## config.mk

```make
export PLATFORM = sky130hd
export DESIGN_NAME = xor_frame_deframer_top
export DESIGN_NICKNAME = d
export VERILOG_FILES = /design/src/sv/xfd_pkg.sv /design/src/sv/xfd_front.sv /design/src/sv/xfd_queue.sv /design/src/sv/xfd_back.sv /design/src/sv/xor_frame_deframer_top.sv
export SDC_FILE = /design/constraint.sdc
export NUM_CORES = 1
export LEC_CHECK = 0
export BUFFER_PORTS_ARGS = -buffer_cell sky130_fd_sc_hd__buf_4
export CORE_ASPECT_RATIO = 1.75
export CORE_MARGIN = 2
export CORE_UTILIZATION = 54
export CTS_BUF_LIST = sky130_fd_sc_hd__clkbuf_2
export CTS_CLUSTER_DIAMETER = 80
export CTS_CLUSTER_SIZE = 10
export DETAILED_ROUTE_END_ITERATION = 16
export PLACE_DENSITY = 0.74
export SETUP_SLACK_MARGIN = 0.5
export SYNTH_ARGS = -nofsm -noshare
export SYNTH_HDL_FRONTEND = slang
export SYNTH_SLANG_ARGS = --single-unit
export TNS_END_PERCENT = 5
```

## constraint.sdc

```tcl
create_clock -name clk -period 2.73 [get_ports clk]
set_input_delay 0.4095 -clock clk [delete_from_list [all_inputs] [get_ports clk]]
set_output_delay 0.4095 -clock clk [all_outputs]
set_load 0.02 [all_outputs]
```

## src/sv/xfd_pkg.sv

```systemverilog
// ----------------------------------------------------------------------------
// xfd_pkg
// Shared types and codes for the XOR frame deframer: result word layout,
// status codes, result kinds and configuration register indexes.
// ----------------------------------------------------------------------------
package xfd_pkg;

  // result kinds
  localparam logic KIND_PAYLOAD = 1'b0;
  localparam logic KIND_STATUS  = 1'b1;

  // frame status codes
  localparam logic [1:0] ST_OK        = 2'd0;
  localparam logic [1:0] ST_BAD_START = 2'd1;
  localparam logic [1:0] ST_CKSUM_ERR = 2'd2;
  localparam logic [1:0] ST_BAD_END   = 2'd3;

  // configuration register indexes
  localparam logic [1:0] REG_START_MARKER    = 2'd0;
  localparam logic [1:0] REG_END_MARKER      = 2'd1;
  localparam logic [1:0] REG_CHECKSUM_ENABLE = 2'd2;

  // reset values of the configuration registers
  localparam logic [7:0] START_MARKER_RST = 8'd170;
  localparam logic [7:0] END_MARKER_RST   = 8'd85;

  typedef struct packed {
    logic        kind;
    logic [7:0]  data;
    logic [15:0] index;
    logic [1:0]  status;
    logic        last;
  } result_t;

  typedef struct packed {
    logic full;
    logic empty;
  } q_status_t;

endpackage

```

## src/sv/xfd_front.sv

```systemverilog
// ----------------------------------------------------------------------------
// xfd_front
// Accepts link bytes, tracks the frame phase and running XOR, holds the
// configuration registers and pushes one result word per producing byte.
// ----------------------------------------------------------------------------
module xfd_front
  import xfd_pkg::*;
#(
  parameter int LENGTH_BITS = 16
) (
  input  logic       clk,
  input  logic       rst,
  input  logic       in_valid,
  output logic       in_ready,
  input  logic [7:0] rx_byte,
  input  logic       cfg_valid,
  output logic       cfg_ready,
  input  logic [1:0] cfg_index,
  input  logic [7:0] cfg_data,
  input  q_status_t  q_stat,
  output logic       push,
  output result_t    push_word
);

  localparam logic [2:0] PH_IDLE     = 3'd0;
  localparam logic [2:0] PH_CMD      = 3'd1;
  localparam logic [2:0] PH_LEN_LO   = 3'd2;
  localparam logic [2:0] PH_LEN_HI   = 3'd3;
  localparam logic [2:0] PH_PAYLOAD  = 3'd4;
  localparam logic [2:0] PH_CKSUM    = 3'd5;
  localparam logic [2:0] PH_END_CK   = 3'd6;
  localparam logic [2:0] PH_END_NOCK = 3'd7;

  logic [7:0]             start_marker;
  logic [7:0]             end_marker;
  logic                   checksum_enable;

  logic [2:0]             phase, phase_next;
  logic [7:0]             length_low_byte, length_low_byte_next;
  logic [LENGTH_BITS-1:0] bytes_remaining, bytes_remaining_next;
  logic [15:0]            byte_position, byte_position_next;
  logic [7:0]             running_xor, running_xor_next;
  logic [7:0]             received_checksum, received_checksum_next;

  logic                   fire;
  logic [15:0]            len_full;
  logic [LENGTH_BITS-1:0] len;
  logic [LENGTH_BITS-1:0] rem_dec;
  logic [2:0]             after_data;
  logic                   end_bad;

  assign in_ready  = !q_stat.full;
  assign cfg_ready = 1'b1;
  assign fire      = in_valid && in_ready;

  assign len_full   = {rx_byte, length_low_byte};
  assign len        = len_full[LENGTH_BITS-1:0];
  assign rem_dec    = bytes_remaining - {{(LENGTH_BITS-1){1'b0}}, 1'b1};
  assign after_data = checksum_enable ? PH_CKSUM : PH_END_NOCK;
  assign end_bad    = (rx_byte != end_marker);

  // write configuration registers
  always_ff @(posedge clk) begin
    if (rst) begin
      start_marker    <= START_MARKER_RST;
      end_marker      <= END_MARKER_RST;
      checksum_enable <= 1'b1;
    end else if (cfg_valid && cfg_ready) begin
      unique case (cfg_index)
        REG_START_MARKER:    start_marker    <= cfg_data;
        REG_END_MARKER:      end_marker      <= cfg_data;
        REG_CHECKSUM_ENABLE: checksum_enable <= cfg_data[0];
        default: ;
      endcase
    end
  end

  // classify the byte and form the result word
  always_comb begin
    phase_next             = phase;
    length_low_byte_next   = length_low_byte;
    bytes_remaining_next   = bytes_remaining;
    byte_position_next     = byte_position;
    running_xor_next       = running_xor;
    received_checksum_next = received_checksum;
    push                   = 1'b0;
    push_word              = '0;
    push_word.kind         = KIND_STATUS;
    push_word.last         = 1'b1;
    if (fire) begin
      unique case (phase)
        PH_IDLE: begin
          if (rx_byte != start_marker) begin
            push             = 1'b1;
            push_word.status = ST_BAD_START;
          end else begin
            running_xor_next     = '0;
            byte_position_next   = '0;
            bytes_remaining_next = '0;
            phase_next           = PH_CMD;
          end
        end
        PH_CMD: begin
          running_xor_next = running_xor ^ rx_byte;
          phase_next       = PH_LEN_LO;
        end
        PH_LEN_LO: begin
          running_xor_next     = running_xor ^ rx_byte;
          length_low_byte_next = rx_byte;
          phase_next           = PH_LEN_HI;
        end
        PH_LEN_HI: begin
          running_xor_next     = running_xor ^ rx_byte;
          bytes_remaining_next = len;
          byte_position_next   = '0;
          phase_next           = (len == '0) ? after_data : PH_PAYLOAD;
        end
        PH_PAYLOAD: begin
          running_xor_next     = running_xor ^ rx_byte;
          push                 = 1'b1;
          push_word.kind       = KIND_PAYLOAD;
          push_word.data       = rx_byte;
          push_word.index      = byte_position;
          push_word.last       = 1'b0;
          byte_position_next   = byte_position + 16'd1;
          bytes_remaining_next = rem_dec;
          if (rem_dec == '0) begin
            phase_next = after_data;
          end
        end
        PH_CKSUM: begin
          received_checksum_next = rx_byte;
          phase_next             = PH_END_CK;
        end
        PH_END_CK: begin
          // checksum mismatch wins over a bad end byte
          phase_next = PH_IDLE;
          push       = 1'b1;
          if (received_checksum != running_xor) begin
            push_word.status = ST_CKSUM_ERR;
          end else begin
            push_word.status = end_bad ? ST_BAD_END : ST_OK;
          end
        end
        PH_END_NOCK: begin
          phase_next       = PH_IDLE;
          push             = 1'b1;
          push_word.status = end_bad ? ST_BAD_END : ST_OK;
        end
        default: ;
      endcase
    end
  end

  // advance the parser state
  always_ff @(posedge clk) begin
    if (rst) begin
      phase <= PH_IDLE;
    end else begin
      phase <= phase_next;
    end
    length_low_byte   <= length_low_byte_next;
    bytes_remaining   <= bytes_remaining_next;
    byte_position     <= byte_position_next;
    running_xor       <= running_xor_next;
    received_checksum <= received_checksum_next;
  end

endmodule

```

## src/sv/xfd_queue.sv

```systemverilog
// ----------------------------------------------------------------------------
// xfd_queue
// Two-entry result queue between the parser and the output stage.
// ----------------------------------------------------------------------------
module xfd_queue
  import xfd_pkg::*;
(
  input  logic      clk,
  input  logic      rst,
  input  logic      push,
  input  result_t   push_word,
  input  logic      pop,
  output result_t   head_word,
  output q_status_t q_stat
);

  localparam int DEPTH = 2;
  localparam int PTR_W = $clog2(DEPTH);
  localparam int CNT_W = $clog2(DEPTH + 1);

  result_t          entries [DEPTH];
  logic [PTR_W-1:0] wr_ptr;
  logic [PTR_W-1:0] rd_ptr;
  logic [CNT_W-1:0] count;
  logic             do_push;
  logic             do_pop;

  assign q_stat.full  = (count == CNT_W'(DEPTH));
  assign q_stat.empty = (count == '0);
  assign do_push      = push && !q_stat.full;
  assign do_pop       = pop && !q_stat.empty;
  assign head_word    = entries[rd_ptr];

  // store pushed words
  always_ff @(posedge clk) begin
    if (do_push) begin
      entries[wr_ptr] <= push_word;
    end
  end

  // advance pointers and fill count
  always_ff @(posedge clk) begin
    if (rst) begin
      wr_ptr <= '0;
      rd_ptr <= '0;
      count  <= '0;
    end else begin
      if (do_push) begin
        wr_ptr <= wr_ptr + PTR_W'(1);
      end
      if (do_pop) begin
        rd_ptr <= rd_ptr + PTR_W'(1);
      end
      if (do_push && !do_pop) begin
        count <= count + CNT_W'(1);
      end else if (do_pop && !do_push) begin
        count <= count - CNT_W'(1);
      end
    end
  end

endmodule

```

## src/sv/xfd_back.sv

```systemverilog
// ----------------------------------------------------------------------------
// xfd_back
// Output stage: pulls result words from the queue into the output register
// and presents them on the result channel.
// ----------------------------------------------------------------------------
module xfd_back
  import xfd_pkg::*;
(
  input  logic        clk,
  input  logic        rst,
  input  q_status_t   q_stat,
  input  result_t     head_word,
  output logic        pop,
  output logic        out_valid,
  input  logic        out_ready,
  output logic        result_kind,
  output logic [7:0]  payload_byte,
  output logic [15:0] payload_index,
  output logic [1:0]  frame_status,
  output logic        frame_last
);

  result_t out_word;

  // load when the register is free or its word is taken
  assign pop = (!out_valid || out_ready) && !q_stat.empty;

  always_ff @(posedge clk) begin
    if (rst) begin
      out_valid <= 1'b0;
    end else if (!out_valid || out_ready) begin
      out_valid <= !q_stat.empty;
    end
    if (pop) begin
      out_word <= head_word;
    end
  end

  assign result_kind   = out_word.kind;
  assign payload_byte  = out_word.data;
  assign payload_index = out_word.index;
  assign frame_status  = out_word.status;
  assign frame_last    = out_word.last;

endmodule

```

## src/sv/xor_frame_deframer_top.sv

```systemverilog
// A result word enters the queue at the edge that accepts its byte, then the output register.
// Throughput: one byte per cycle when the queue is not full; phase and XOR update in that cycle.
// A two-entry queue and an output register decouple the parser from the result channel.
// Reset (rst, synchronous): parser returns to idle, queue and output empty,
// registers back to start 170, end 85, checksum enabled.
// ----------------------------------------------------------------------------
// xor_frame_deframer_top
// Length-prefixed frame parser with XOR checksum: parser front, result
// queue and output stage.
// ----------------------------------------------------------------------------
module xor_frame_deframer_top
  import xfd_pkg::*;
#(
  parameter int LENGTH_BITS = 16
) (
  input  logic        clk,
  input  logic        rst,
  input  logic        in_valid,
  output logic        in_ready,
  input  logic [7:0]  rx_byte,
  input  logic        cfg_valid,
  output logic        cfg_ready,
  input  logic [1:0]  cfg_index,
  input  logic [7:0]  cfg_data,
  output logic        out_valid,
  input  logic        out_ready,
  output logic        result_kind,
  output logic [7:0]  payload_byte,
  output logic [15:0] payload_index,
  output logic [1:0]  frame_status,
  output logic        frame_last
);

  q_status_t q_stat;
  logic      push;
  logic      pop;
  result_t   push_word;
  result_t   head_word;

  // parse incoming bytes
  xfd_front #(
    .LENGTH_BITS(LENGTH_BITS)
  ) u_front (
    .clk       (clk),
    .rst       (rst),
    .in_valid  (in_valid),
    .in_ready  (in_ready),
    .rx_byte   (rx_byte),
    .cfg_valid (cfg_valid),
    .cfg_ready (cfg_ready),
    .cfg_index (cfg_index),
    .cfg_data  (cfg_data),
    .q_stat    (q_stat),
    .push      (push),
    .push_word (push_word)
  );

  // buffer result words
  xfd_queue u_queue (
    .clk       (clk),
    .rst       (rst),
    .push      (push),
    .push_word (push_word),
    .pop       (pop),
    .head_word (head_word),
    .q_stat    (q_stat)
  );

  // drive the result channel
  xfd_back u_back (
    .clk           (clk),
    .rst           (rst),
    .q_stat        (q_stat),
    .head_word     (head_word),
    .pop           (pop),
    .out_valid     (out_valid),
    .out_ready     (out_ready),
    .result_kind   (result_kind),
    .payload_byte  (payload_byte),
    .payload_index (payload_index),
    .frame_status  (frame_status),
    .frame_last    (frame_last)
  );

endmodule
```

After elaboration in Yosys (flattened, before gate mapping)

Memory sizes are Yosys's and may differ from the RTL's. A register that Yosys moved wholly into a read port is not among the register bits.
Cells that the tools add are included.

Bits in registers: 81
Latch bits: 0
Memory bits (writable): 56
ROM bits: 0
Output and inout port bits: 31
Word-level logic and storage cells: 91
Memories kept: 1

Memory list:

| memory          | depth | width | rd ports | clocked after memory_dff | write ports | line            | text |
|---|---|---|---|---|---|---|---|
| u_queue.entries | 2     | 28    | 1        | 1                        | 1           | xfd_queue.sv:21 | `result_t entries [DEPTH];` |

$add $sub $neg: 6
Multipliers: 0
Divide/modulo/power cells: 0
Magnitude comparators: 0
Equality and inequality tests: 15
Shift-type cells: 0
Mux-type cells: 24
Bitwise operators: 1
Reduce and logical (&&, ||, !) cells: 31

Operators by type and width:

| cell                                                 | number |
|---|---|
| one-hot mux 16 bit (3 select lines)                  | 2 |
| zero test 16 bit                                     | 2 |
| two-way mux 28 bit                                   | 1 |
| two-way mux 25 bit                                   | 1 |
| != test 8 bit                                        | 3 |
| one-hot mux 3 bit (7 select lines)                   | 1 |
| adder 16 x 1 -> 16 bit (second input constant)       | 1 |
| two-way mux 16 bit                                   | 1 |
| one-hot mux 8 bit (2 select lines)                   | 1 |
| subtractor 16 x 1 -> 16 bit (second input constant)  | 1 |
| equality test 3 bit (second input constant)          | 4 |
| two-way mux 2 bit                                    | 5 |
| AND reduction 2 bit                                  | 5 |
| two-way mux 3 bit                                    | 3 |
| AND reduction 3 bit                                  | 3 |
| two-way mux 8 bit                                    | 1 |
| XOR 8 bit                                            | 1 |
| equality test 3 x 2 -> 1 bit (second input constant) | 2 |
| logical AND 1 bit                                    | 6 |
| two-way mux 1 bit                                    | 6 |
| one-hot mux 2 bit (3 select lines)                   | 1 |
| zero test 1 bit                                      | 5 |
| equality test 2 bit (second input constant)          | 2 |
| zero test 2 bit                                      | 2 |
| other kinds (15)                                     | 17 |

Logic depth before layout (Yosys ltp)

Gate-level depths: netlist of the first run.

Depth in word-level cells: 9
Depth in mapped cells: 9
Gate-level depth less buffers: 8

By module

From an unflattened synthesis of the first run, not the netlist that was laid out.

Cell total of the unflattened synthesis: 541
Area, all modules: 7169.4 µm²

By module, submodules not included:

| module    | instances | cells each | area each (µm²) |
|---|---|---|---|
| xfd_front | 1         | 397        | 4037.6 |
| xfd_queue | 1         | 112        | 2234.6 |
| xfd_back  | 1         | 32         | 897.1 |

Worst setup path before layout of the first run

Ideal clock, no wire load.

Path kind: register to register
Start: reg u_queue.count[0]
End: reg u_front.byte_position[0], enable pin
Setup time: 421 ps
Arrival: 2562 ps
Required time: 2309 ps
Setup slack: -253 ps
Cell stages (with the launch flop): 6
Buffers on the path: 1
Clock period less this slack: 2983 ps
Path through: dfxtp_1 > nand2b_1 > and2_1 > clkbuf_1 > nand2_1 > nor2_1

Cells in the longest elaborated chain, start to end: 4

RTL lines:

| what                          | line                         | text |
|---|---|---|
| start: declaration            | xfd_queue.sv:24              | `logic [CNT_W-1:0] count;` |
| start signal: assignment      | xfd_queue.sv:55              | `count <= count + CNT_W'(1);` |
| start signal: assignment      | xfd_queue.sv:57              | `count <= count - CNT_W'(1);` |
| equality test 2 bit           | xfd_queue.sv:28              | `assign q_stat.full = (count == CNT_W'(DEPTH));` |
| zero test 1 bit               | xfd_front.sv:52              | `assign in_ready = !q_stat.full;` |
| net in_ready                  | xor_frame_deframer_top.sv:19 | `output logic in_ready,` |
| logical AND 1 bit             | xfd_front.sv:54              | `assign fire = in_valid && in_ready;` |
| AND reduction 3 bit (no line) | -                            |  |
| end signal: assignment        | xfd_front.sv:164             | `byte_position <= byte_position_next;` |
| end: declaration              | xfd_front.sv:41              | `logic [15:0] byte_position, byte_position_next;` |

The timed path passes the listed nets, and every way through them passes these cells.
A chain may end at the register's enable or synchronous reset.

Final worst setup path of the first run

Start: in rx_byte[3]
End: reg u_queue.count[1]

Cells in the longest elaborated chain, start to end: 8

RTL lines:

| what                                   | line                         | text |
|---|---|---|
| start: declaration                     | xor_frame_deframer_top.sv:20 | `input logic [7:0] rx_byte,` |
| != test 8 bit (*)                      | xfd_front.sv:93              | `if (rx_byte != start_marker) begin` |
| two-way mux 1 bit (*)                  | xfd_front.sv:93              |  |
| one-hot mux 1 bit (2 select lines) (*) | xfd_front.sv:91              | `unique case (phase)` |
| two-way mux 1 bit (*)                  | xfd_front.sv:90              | `if (fire) begin` |
| logical AND 1 bit (*)                  | xfd_queue.sv:30              | `assign do_push = push && !q_stat.full;` |
| net u_queue.do_push                    | xfd_queue.sv:25              | `logic do_push;` |
| zero test 1 bit                        | xfd_queue.sv:56              | `end else if (do_pop && !do_push) begin` |
| logical AND 1 bit                      | xfd_queue.sv:56              |  |
| nonzero test 2 bit (no line)           | -                            |  |

Mark *: on every way through the listed nets, which the timed path passes. The rest lies on a longest branch.

==> impl_metrics.csv, run 1 <==
group,metric,value,unit
clock_tree,cts_buffers,17,
finish,drive_gt1_share,21.2,%
logic_synthesis,synth_net_count,570,
global_route,track_usage,20.3,%
power,worst_vdd_rail_ir_drop,0.000327,V
logic_synthesis,synth.ff_latch_count,162,
global_route,overflow,0,
logic_synthesis,post_synth_fa_ha_maj_area_fraction,0.708,%
drt,detailedRoute.firstIterationViolations,285,
logic_synthesis,post_synth_instance_area,7070,µm²
placed_design,place_congestion,0.855,
power,share_seq_of_total_power,57.9,%
logic_synthesis,ys_types,48,
worst_setup_path,timing.critical_path.from_type,"primary input",
logic_synthesis,synth_compound_area_share,5.52,%
sta,totalNegativeSetupSlack,0,ns
drt,wire_length_per_cell_after_detailed_routing,17.2,µm
power,internal_power,3.90,mW
power,power.switching_fraction,29.7,%
global_route,grt_pass1_vias,4572,
logic_synthesis,combinational_family_with_the_most_area_after_synthesis,"simple AND/OR/NAND/NOR gates",
sta,rsz0062_at_grt,"true",
logic_synthesis,synth_cells,543,
floorplan,placement_rows,55,
logic_synthesis,total_of_warnings_raised_by_yosys,0,
worst_setup_path,reg2reg_setup_slack,0.53,ns
sta,final.setup.worst_slack,0.498,ns
drt,detailroute.via_count,4483,
floorplan,die_h,155,µm
finish,net_count_reported_at_finish,646,
outcome,run_status,"complete, no violations",
sta,max_slew.worst_pin.slew,0.778,ns
logic_synthesis,synth_enable_flop_cells,137,
drt,first_drt_pass_iteration_count,4,
clock_tree,htree_levels,4,
sta,finalHoldWorstSlack,0.127,ns
power,powerDensity,683,nW/µm²
logic_synthesis,netlist_top_cells_count,"137 x sky130_fd_sc_hd__edfxtp_1, 52 x sky130_fd_sc_hd__nor2_1, 35 x sky130_fd_sc_hd__xnor2_1, 28 x sky130_fd_sc_hd__mux2_2, 28 x sky130_fd_sc_hd__nand2_1",
logic_synthesis,yosysSeqAreaShare,65.3,%
placed_design,placement.cell_area,7700,µm²
worst_setup_path,setup.worst_path.class,"in2reg",
worst_setup_path,critical_path_sink_type,"flop",
placed_design,dp_slack,0.409,ns
drt,route.antenna.remaining_nets,0,
worst_setup_path,critPathArrivalTime,2.84,ns
floorplan,design.die.area,14100,µm²
logic_synthesis,async_flop_share,0,%
hold_path,min_path_type,"in2reg",
clock_tree,cts_root_buffer,"sky130_fd_sc_hd__clkbuf_2",
power,p_clk_share,19.9,%
worst_setup_path,crit_fanout,8,
sta,finalCritPeriodShare,81.8,%
placed_design,io_port_bufs,52,
sta,fin_skew,0.0398,ns
power,totalPowerFinal,5.55,mW
finish,area_growth_syn_to_layout,15.0,%
drt,wirelength,13.9,mm
logic_synthesis,synth_simple_gate_area_share,12.9,%
clock_tree,cts_sinks,162,
sta,final-max-slew-violation-count,0,
floorplan,core_footprint,12900,µm²
finish,stdcell_area,8130,µm²
logic_synthesis,yosys.cell_count.top_type,"sky130_fd_sc_hd__edfxtp_1",
global_route,antenna_found_initial,1,
drt,via_per_inst,5.58,
floorplan,die_x,90.5,µm
power,p_switching,1.65,mW
finish,fillerInstances,998,
sta,slew_headroom,47.7,%
floorplan,pin_count,54,
sta,min_period,2.23,ns
logic_synthesis,ys.flop_type,"sky130_fd_sc_hd__edfxtp_1",
clock_tree,cts-root-to-sink-buffers,2,
floorplan,initial_core_util,54.9,%
logic_synthesis,post_synth.cell_area_avg,13.0,µm²
logic_synthesis,yosys-top-cells-area,"sky130_fd_sc_hd__edfxtp_1 58%, sky130_fd_sc_hd__dfxtp_1 7.1%, sky130_fd_sc_hd__mux2_2 4.5%, sky130_fd_sc_hd__xnor2_1 4.3%, sky130_fd_sc_hd__xor2_1 2.9%",
logic_synthesis,synth_xor_xnor_area_share,7.19,%
clock_tree,cts_tree,"built",
job,drv.max_cap_violation_count,0,
logic_synthesis,yosys.area.top_type_share,58.2,%
power,power_leakage,2.91,nW
worst_setup_path,cp_data_required_time,3.34,ns
logic_synthesis,synth_mux_area_share,5.59,%
drt,drc_errors,0,
logic_synthesis,synth_largest_area_cell,"sky130_fd_sc_hd__edfxtp_1",
sta,report.final.setup_viol,0,
global_route,maximum_number_of_pins_on_one_net_before_global_route_repair,29,
global_route,grt_first_pass_wirelength,21.9,mm
sta,max_freq,448,MHz
sta,timing.final.hold_violations,0,
placed_design,dp.final_hpwl,9.87,mm
clock_tree,worstSkewPairLatency,0.69,ns
clock_tree,clock_pin_slew_on_the_worst_setup_and_hold_paths,0.21,ns
power,p_comb_share,22.2,%
## final cells by class
cell class | instances | area [µm²] | share of cell area (%)
timing repair buffer | 89 | 758 | 9.33
tap | 171 | 214 | 2.63
clock buffer | 18 | 90.1 | 1.11
inverter | 15 | 56.3 | 0.693
multi-input combinational | 334 | 2280 | 28.1
antenna | 1 | 2.50 | 0.0308
clock inverter | 14 | 106 | 1.31
sequential | 162 | 4610 | 56.8
## what timing repair did
action / 4_1_cts / 5_1_grt
setup buffers: 1 / 0
hold buffers: 18 / 3
setup endpoints to repair: 1 / 4
gates resized for setup: 0 / 2
gates cloned: 0 / 0
endpoints found under the hold margin: 31 / 2
## sequential cells by signal, summed over array words and instances (netlist names), 3 cells and up
signal,count
u_front.received_checksum,8
u_front.start_marker,8
u_back.payload_index,16
u_queue.entries,54
u_front.byte_position,16
u_back.payload_byte,8
u_front.running_xor,8
u_front.end_marker,8
u_front.bytes_remaining,16
u_front.phase,3
u_front.length_low_byte,8
## cells by family (layout without fill, tap and decap cells)
logic type / count (synthesis) / in the layout
AO/OA/AOI/OAI: 62 / 62
XOR/XNOR: 58 / 58
adder cells (fa/ha/maj): 4 / 4
buffers and inverters: 47 / 136
flip-flops: 162 / 162
multiplexers: 36 / 36
other: 1 / 2
AND/OR/NAND/NOR: 173 / 173
## stage by stage
| stage | cells | util (%) |
|---|---|---|
| after floorplan | 543 | - |
| after global placement | 749 | 59.8 |
| after detailed placement | 749 | 59.8 |
| after CTS | 800 | 62.8 |
| after global routing | 804 | 63.1 |
| final | 804 | 63.1 |
## worst paths after layout
kind / startpoint / end / depth (start not counted)
worst max-delay path: rx_byte[3] / u_queue.count[1] / 10
worst min-delay path: cfg_valid / u_front.checksum_enable / 4
worst max register to register: u_queue.count[0] / u_queue.count[1] / 7
worst min register to register: u_back.out_valid / u_back.out_valid / 2
## critical path: stages
cell and delay, ns:
sky130_fd_sc_hd__dlygate4sd3_1 0.55, sky130_fd_sc_hd__buf_4 0.18, sky130_fd_sc_hd__xnor2_1 0.12, sky130_fd_sc_hd__nand4_1 0.12, sky130_fd_sc_hd__o21ai_0 0.09, sky130_fd_sc_hd__a221oi_1 0.42, sky130_fd_sc_hd__buf_4 0.20, sky130_fd_sc_hd__ha_1 0.25
sky130_fd_sc_hd__or3_1 0.35, sky130_fd_sc_hd__a21oi_1 0.15
## routing by layer
| layer | routed length [µm] | up-vias | share of wire (%) | global-route usage (%) |
|---|---|---|---|---|
| met5 | 0 | - | 0 | 0 |
| met4 | 738 | 0 | 5.3 | 13.0 |
| met3 | 601 | 43 | 4.3 | 4.50 |
| met2 | 7750 | 143 | 56 | 38.5 |
| met1 | 4760 | 2158 | 34 | 19.3 |
| li1 | - | 2139 | - | - |
## cell usage in the layout (no fill, tap or decap), drive strengths merged, types with 20 or more instances in the layout
master       count
and3            26
dfxtp           25
xnor2           35
edfxtp         137
xor2            23
nand2           28
inv             20
buf             68
mux2            28
nor2            52
dlygate4sd3     21
o21ai           25
## power by group through the flow
stage	clock [mW]	sequential [mW]	combinational (mW)
finish	1.10	3.21	1.23
global route	1.22	3.25	1.32
CTS	1.13	3.22	1.25
detailed placement	0	3.28	1.22
global placement	0	3.26	1.21
floorplan	0	3.52	0.485
Note: power is estimated with default switching activity, not from simulation.
==> run 2: changes to the inputs <==
--- a/config.mk
+++ b/config.mk
@@ -13,7 +13,7 @@
 export CTS_CLUSTER_DIAMETER = 80
 export CTS_CLUSTER_SIZE = 10
 export DETAILED_ROUTE_END_ITERATION = 16
-export PLACE_DENSITY = 0.74
+export PLACE_DENSITY = 0.71
 export SETUP_SLACK_MARGIN = 0.5
 export SYNTH_ARGS = -nofsm -noshare
 export SYNTH_HDL_FRONTEND = slang
==> constraint.sdc (replaced) <==
create_clock -name clk -period 2.2 [get_ports clk]
set_input_delay 0.33 -clock clk [delete_from_list [all_inputs] [get_ports clk]]
set_output_delay 0.33 -clock clk [all_outputs]
set_load 0.02 [all_outputs]
==> impl_metrics.csv, run 2 (synthesized netlist as in run 1, its figures left out) <==
group,metric,value,unit
power,totalPowerFinal,7.14,mW
finish,final_cell_mix,"137 x sky130_fd_sc_hd__edfxtp_1, 90 x sky130_fd_sc_hd__buf_4, 51 x sky130_fd_sc_hd__nor2_1",
clock_tree,clock_pin_slew_on_the_worst_setup_and_hold_paths,0.24,ns
placed_design,placement.cell_area,7820,µm²
drt,met1Wirelength,5.37,mm
worst_setup_path,critPathArrivalTime,2.46,ns
finish,net_count_reported_at_finish,681,
finish,stdcell_area,8650,µm²
worst_setup_path,number_of_buffers_and_inverters_on_the_critical_path,0,
worst_setup_path,stage_delay_of_the_slowest_cell_on_the_critical_path,0.54,ns
worst_setup_path,worst_path_max_delay_cell,"sky130_fd_sc_hd__edfxtp_1",
drt,met3_length,625,µm
worst_setup_path,timing.critical_path.from_type,"flop",
clock_tree,worstSkewPairLatency,0.73,ns
sta,finalCritPeriodShare,89.3,%
placed_design,dp.final_hpwl,10.5,mm
placed_design,place_congestion,0.910,
drt,met2RoutedLength,9.02,mm
clock_tree,cts_buffers,17,
worst_setup_path,crit_fanout,4,
floorplan,placement_rows,55,
floorplan,die_x,90.5,µm
worst_setup_path,crit_chain,"nor4_4 -> nand2_1 -> or4b_4 -> xor2_1 -> o21ai_1",
global_route,overflow,0,
floorplan,initial_core_util,54.9,%
finish,area_growth_syn_to_layout,22.4,%
sta,max_freq,509,MHz
global_route,track_usage,22.5,%
job,drv.max_cap_violation_count,0,
drt,wirelength,15.7,mm
finish,drive_gt1_share,27.9,%
sta,rsz0062_at_grt,"true",
sta,final.setup.worst_slack,0.236,ns
power,power_leakage,3.14,nW
drt,via_per_inst,5.64,
finish,post_layout_nonfiller_instances,839,
clock_tree,cts_root_buffer,"sky130_fd_sc_hd__clkbuf_2",
clock_tree,cts_tree,"built",
drt,drc_errors,0,
drt,detailedRoute.firstIterationViolations,310,
worst_setup_path,critical_path_sink_type,"flop",
power,powerDensity,825,nW/µm²
power,worst_vdd_rail_ir_drop,0.000512,V
drt,wire_length_per_cell_after_detailed_routing,18.8,µm
sta,report.final.setup_viol,0,
worst_setup_path,critical_path.top_delay_family,"simple AND/OR/NAND/NOR gates",
sta,min_period,1.96,ns
hold_path,min_path_type,"in2reg",
drt,dr.max_layer_used,"met4",
sta,fin_skew,0.0327,ns
sta,final-max-slew-violation-count,0,
placed_design,io_port_bufs,52,
clock_tree,htree_levels,4,
worst_setup_path,cp_data_required_time,2.70,ns
drt,first_drt_pass_iteration_count,7,
global_route,antenna_found_initial,1,
drt,detailroute.via_count,4730,
finish,fillerInstances,975,
global_route,maximum_number_of_pins_on_one_net_before_global_route_repair,33,
clock_tree,cts_sinks,162,
finish,number_of_flip_flops_in_the_largest_register,54,
floorplan,core_footprint,12900,µm²
placed_design,dpl.cell_count,762,
floorplan,die_h,155,µm
floorplan,pin_count,54,
sta,max_slew.worst_pin.slew,0.582,ns
clock_tree,cts-root-to-sink-buffers,2,
global_route,grt_pass1_vias,4757,
finish,layout.cells.most_common,"sky130_fd_sc_hd__edfxtp_1",
drt,route.antenna.remaining_nets,0,
outcome,run_status,"complete, no violations",
sta,totalNegativeSetupSlack,0,ns
global_route,grt_first_pass_wirelength,24.1,mm
sta,timing.final.hold_violations,0,
floorplan,design.die.area,14100,µm²
sta,slew_headroom,61.1,%
finish,most_flop_heavy_register,"u_queue.entries",
placed_design,dp_slack,0.0959,ns
worst_setup_path,setup.worst_path.class,"reg2reg",
run 2: cell count changes in the layout (fill, tap and decap cells not counted), sizes merged:
cell,before,now
buf,68,93
dlygate4sd3,21,30
bufinv,0,1
run 2: report_power, final:
part           internal, mW  leakage (nW)  switching (mW)
Combinational         0.717          1.50           0.885
Sequential             3.85          1.51           0.133
Clock                 0.437         0.129            1.11
run 2: worst register-to-register path: cells and delay by family (launching register included):
family	cells	cell delay, ns
AND/OR/NAND/NOR	3	0.99
flip-flops	1	0.54
XOR/XNOR	1	0.15
AO/OA/AOI/OAI	1	0.07
run 2: layout make-up:
type	count	area, µm²	share of cell area [%]
multi-input cells	334	2460	28.4
clock buffers	17	85.1	0.984
well taps	171	214	2.47
repair buffers	124	1060	12.3
clock inverters	15	150	1.74
inverters	15	56.3	0.651
flip-flops and latches	162	4620	53.5
diodes	1	2.50	0.0289
run 2: layer usage:
metal | vias to the layer above | global-route usage, %
met1 | 2307 | 22.7
met3 | 51 | 4.07
met5 | - | 0
li1 | 2212 | -
met2 | 160 | 44.0
met4 | 0 | 10.5
run 2: timing repair:
item	4_1_cts	5_1_grt
hold endpoints to repair	47	2
setup buffers	5	8
endpoints found under the setup margin	134	203
gates cloned	0	1
hold buffers	29	1
pin swaps	12	11
gates resized for setup	18	17
run 2: worst paths after layout:
check,start,to,slack (ns),cells past startpoint
worst max-delay path,u_front.bytes_remaining[3],u_front.bytes_remaining[11],0.24,5
worst min-delay path,rx_byte[1],u_queue.entries[0][20],0.05,2
worst max register to register,u_front.bytes_remaining[3],u_front.bytes_remaining[11],0.24,5
worst min register to register,u_back.out_valid,u_back.out_valid,0.53,2
run 2: per-stage QoR:
stage	util [%]	hold WS, ns
6_report	67.2	0.0527
5_1_grt	67.2	0.00508
4_1_cts	65.7	0.00745
3_5_place_dp	60.7	0.483
3_3_place_gp	60.7	0.473
2_1_floorplan	-	0.429
